[config.mk]
export PLATFORM = sky130hd
export DESIGN_NAME = mec_cell
export DESIGN_NICKNAME = d
export VERILOG_FILES = /design/src/rtl/mec_pkg.sv /design/src/rtl/mec_cell.sv
export SDC_FILE = /design/constraint.sdc
export NUM_CORES = 1
export LEC_CHECK = 0
export BUFFER_PORTS_ARGS = -buffer_cell sky130_fd_sc_hd__clkbuf_2
export CORE_AREA = 3 3 40 42
export CTS_BUF_LIST = sky130_fd_sc_hd__clkbuf_4 sky130_fd_sc_hd__clkbuf_8
export DETAILED_ROUTE_END_ITERATION = 10
export DIE_AREA = 0 0 43 45
export GPL_TIMING_DRIVEN = 0
export PLACE_DENSITY = 0.65
export SETUP_SLACK_MARGIN = 0.05
export SYNTH_ARGS = -nofsm -noshare
export SYNTH_HDL_FRONTEND = slang
export SYNTH_SLANG_ARGS = --single-unit
[constraint.sdc]
create_clock -name i_clk -period 2.1 [get_ports i_clk]
set_clock_uncertainty 0.15 [all_clocks]
set_input_delay 0.63 -clock i_clk [delete_from_list [all_inputs] [get_ports i_clk]]
set_output_delay 0.63 -clock i_clk [all_outputs]
set_load 0.02 [all_outputs]
[src/rtl/mec_pkg.sv]
// ----------------------------------------------------------------------------
// mec_pkg: shared types and constants of the morphological edge core
// pixel type, cell flag bundle, register map and default dimensions
// ----------------------------------------------------------------------------
package mec_pkg;

    localparam int unsigned PIX_W = 8;
    localparam logic [PIX_W-1:0] PIX_FULL = 8'hFF;
    localparam logic [PIX_W-1:0] PIX_ZERO = 8'h00;

    // configuration register map
    localparam int unsigned CFG_DIM_W = 11;
    localparam int unsigned APB_DATA_W = 32;
    localparam int unsigned APB_ADDR_W = 3;
    localparam logic REG_IMAGE_WIDTH = 1'b0;
    localparam logic REG_IMAGE_HEIGHT = 1'b1;
    localparam logic [CFG_DIM_W-1:0] RESET_IMAGE_WIDTH = 11'd640;
    localparam logic [CFG_DIM_W-1:0] RESET_IMAGE_HEIGHT = 11'd480;

    // default frame limits
    localparam int unsigned DEF_MAX_WIDTH = 1024;
    localparam int unsigned DEF_MAX_HEIGHT = 1024;

    // output queue depth
    localparam int unsigned FIFO_DEPTH = 4;

    typedef logic [PIX_W-1:0] t_pixel;

    // per-cell status of the value the cell will hold after this cycle
    typedef struct packed {
        logic not_full;
        logic not_zero;
    } t_cell_flags;

endpackage

[src/rtl/mec_cell.sv]
// ----------------------------------------------------------------------------
// mec_cell: one window cell
// holds one pixel, takes its neighbour's pixel on a shift and reports
// whether its next value is full white or black
// ----------------------------------------------------------------------------
module mec_cell (
    input  logic                  i_clk,
    input  logic                  i_rst_n,
    input  logic                  i_en,
    input  mec_pkg::t_pixel       i_d,
    output mec_pkg::t_pixel       o_q,
    output mec_pkg::t_pixel       o_next,
    output mec_pkg::t_cell_flags  o_flags
);
    import mec_pkg::*;

    t_pixel r_q;
    t_pixel n_q;

    // next value: neighbour's pixel on a shift, else hold
    assign n_q = i_en ? i_d : r_q;

    always_ff @(posedge i_clk) begin
        if (!i_rst_n) begin
            r_q <= PIX_ZERO;
        end else begin
            r_q <= n_q;
        end
    end

    assign o_q              = r_q;
    assign o_next           = n_q;
    assign o_flags.not_full = (n_q != PIX_FULL);
    assign o_flags.not_zero = (n_q != PIX_ZERO);

endmodule

==> impl_metrics.ini <==
[run_status]
status = complete, but fails checks
violations = negative setup slack

[final_layout]
diodes = 0
register_area_um2 = 160.2
nNetsFinal = 101
largest_reg_flops = 8
multi_input_comb_area_um2 = 310.3
drive_gt1_frac = 0.6705
areaGrowthSynthToFinish_pct = 119.6
final_cells = 103
nFillCells = 92
finish.utilization = 0.6972

[pwr]
internal_power_mw = 0.3285
power_frac_comb = 0.396
p_sw_mw = 0.1404
p_seq_frac = 0.366
ir_drop_mv = 0.3564
p_leak_nw = 0.4439
swShare = 0.2994
clkPwrFrac = 0.238
p_total_mw = 0.4689
cellPowerDensity_nw_per_um2 = 523.4

[synthesis]
synth_area_leader_cell = dfxtp_1
synth_fp_nets = 55
synth_common_cells = dfxtp_1 (8), and2_1 (4), inv_1 (4), mux2i_1 (4), nor2b_1 (4)
netlist_area_um2 = 407.9
yosysSeqAreaShare = 0.3926
synth.distinct_cells = 19
ys.flop_type = dfxtp_1
synth_area_leaders = dfxtp_1 (39%), mux2i_1 (9.8%), mux2_2 (8.3%)
yosysMostFrequentCell = dfxtp_1
yosys.area.top_type_share = 0.3926
synth_async_sr_flop_share = 0
syn_inst = 44
synth_edf_count = 0
synth_area_per_cell_um2 = 9.270
synth_seq_cells = 8
yosysWarnings = 0

[worst_setup_path]
crit_type = in -> out
critPathBufInv = 2
cp.arrival_ns = 1.76
crit_path_max_incr_delay_ns = 0.54
critical-path-top-delay-family = simple AND/OR/NAND/NOR gates
critPathLaunchType = input pin
cpMostUsedCell = clkbuf_2
cp.required_ns = 1.32
slowest_stage = or4_4
path_cells = clkbuf_2 > or4_4 > nor4b_4 > o22ai_2 > clkbuf_2
crit_fanout = 2
end_kind = output pin

[sta]
slew_headroom = 0.7833
tightest_slew_ns = 0.3161
max_clock_freq_mhz = 393.8
drv_slew = 0
post-route-min-period_ns = 2.539
hold_violations = 0
finalCritPeriodShare = 1.209
rsz0062_at_grt = yes
fin_ws_ns = -0.4394
setup_viol = 8

[drt]
drt_iter0_markers = 2
wirelength_um = 1429
drc = 0
vias = 495
viasPerCell = 4.806
dr.pass1.iters = 4
detail-route-antenna-nets = 0
wl_per_cell_um = 13.87

[die]
die-area_um2 = 1935
die_y_um = 45
initial_utilization = 0.3174
die_x_um = 43
fp.coreArea_um2 = 1285
pin_count = 29
placement_rows = 13

[min_path]
hold_class = reg -> reg

[flow_run]
cap_violations = 0

[grt]
grt_overflow = 0
grt_pass1_wl_um = 2228
antenna_found_initial = 0
grt_max_degree = 9
grt_pass1_vias = 501
track_usage = 0.1548

[clock_network]
htreeDepth = 1
clock_latency_ns = 0.24
root_buffer = clkbuf_4
cts_buffer_depth = 2
numCtsBuffers = 3
tritoncts = yes
clkSlewWorstSetupHoldPaths_ns = 0.05
clock_sinks = 8

[placement]
io_buffers = 28
dpl.hpwl_um = 872.8
gp_congestion = 0.6536
dp_cells = 87
## stage by stage
step | hold WS, ns | TNS (ns) | setup slack [ns] | area (um^2)
3_3_place_gp | 0.4315 | -1.329 | -0.4690 | 589.3
4_1_cts | 0.4712 | -1.183 | -0.4497 | 837.1
5_1_grt | 0.5172 | -1.534 | -0.4819 | 895.9
3_5_place_dp | 0.4512 | -1.326 | -0.4593 | 589.3
6_report | 0.5017 | -1.239 | -0.4394 | 895.9
2_1_floorplan | 0.5300 | -0.2466 | -0.2175 | 430.4
## what timing repair did
action	4_1_cts	5_1_grt
endpoints found under the setup margin	10	11
endpoints found under the hold margin	0	0
gates resized for setup	32	20
setup buffers	11	3
pin swaps	2	0
hold buffers	0	0
## final cells by class
type | instances | area share
inverter | 4 | 0.01676
tap | 15 | 0.02095
multi-input combinational | 31 | 0.3464
clock buffer | 3 | 0.02514
timing repair buffer | 41 | 0.3897
buffer | 1 | 0.02235
sequential | 8 | 0.1788
## cell families (layout without fill, tap and decap cells)
kind of cell / after synthesis / in the layout / share of synthesized area
buffers and inverters: 5 / 49 / 0.05521
AO/OA/AOI/OAI: 2 / 2 / 0.02761
flip-flops: 8 / 8 / 0.3926
AND/OR/NAND/NOR: 22 / 22 / 0.3435
multiplexers: 7 / 7 / 0.1810
## worst paths after layout
| kind | startpoint | slack, ns | end | cells past startpoint |
|---|---|---|---|---|
| worst max-delay path | i_d[3] | -0.44 | o_flags[0] | 5 |
| worst min-delay path | o_q[5] | 0.50 | o_q[5] | 2 |
| worst max register to register | o_q[3] | 0.37 | o_q[3] | 10 |
| worst min register to register | o_q[5] | 0.50 | o_q[5] | 2 |
## routing by layer
metal  vias to the layer above  track usage  part of all wire
li1                        241            -                 -
met1                       234       0.1956              0.43
met2                        18       0.2605              0.51
met3                         2      0.02390             0.052
met4                         0      0.07229            0.0098
met5                         -            0                 0
## worst reg2reg max path, cell delays in order (launching register included)
cell and delay, ns:
dfxtp_1 0.34, nand2b_4 0.10, nand2_4 0.06, buf_4 0.13, buf_4 0.12, buf_4 0.12, buf_4 0.12, buf_4 0.12
buf_4 0.12, buf_4 0.12, and2_1 0.14
## power groups by stage
stage / clock network, mW / registers, mW / logic (mW)
2_1_floorplan: 0 / 0.182 / 0.0560
3_3_place_gp: 0 / 0.171 / 0.108
3_5_place_dp: 0 / 0.172 / 0.108
4_1_cts: 0.116 / 0.170 / 0.163
5_1_grt: 0.124 / 0.172 / 0.196
6_report: 0.112 / 0.172 / 0.186
## placed cells by master (no fill, tap or decap), drive strengths merged, types with 2 or more instances in the layout
cell type	instances
nor2	2
nor4	2
buf	22
clkbuf	23
and2	4
nand3	2
dfxtp	8
inv	4
mux2	3
nand2	2
mux2i	4
or4	2
nor2b	4
(Power assumes the default switching activity.)
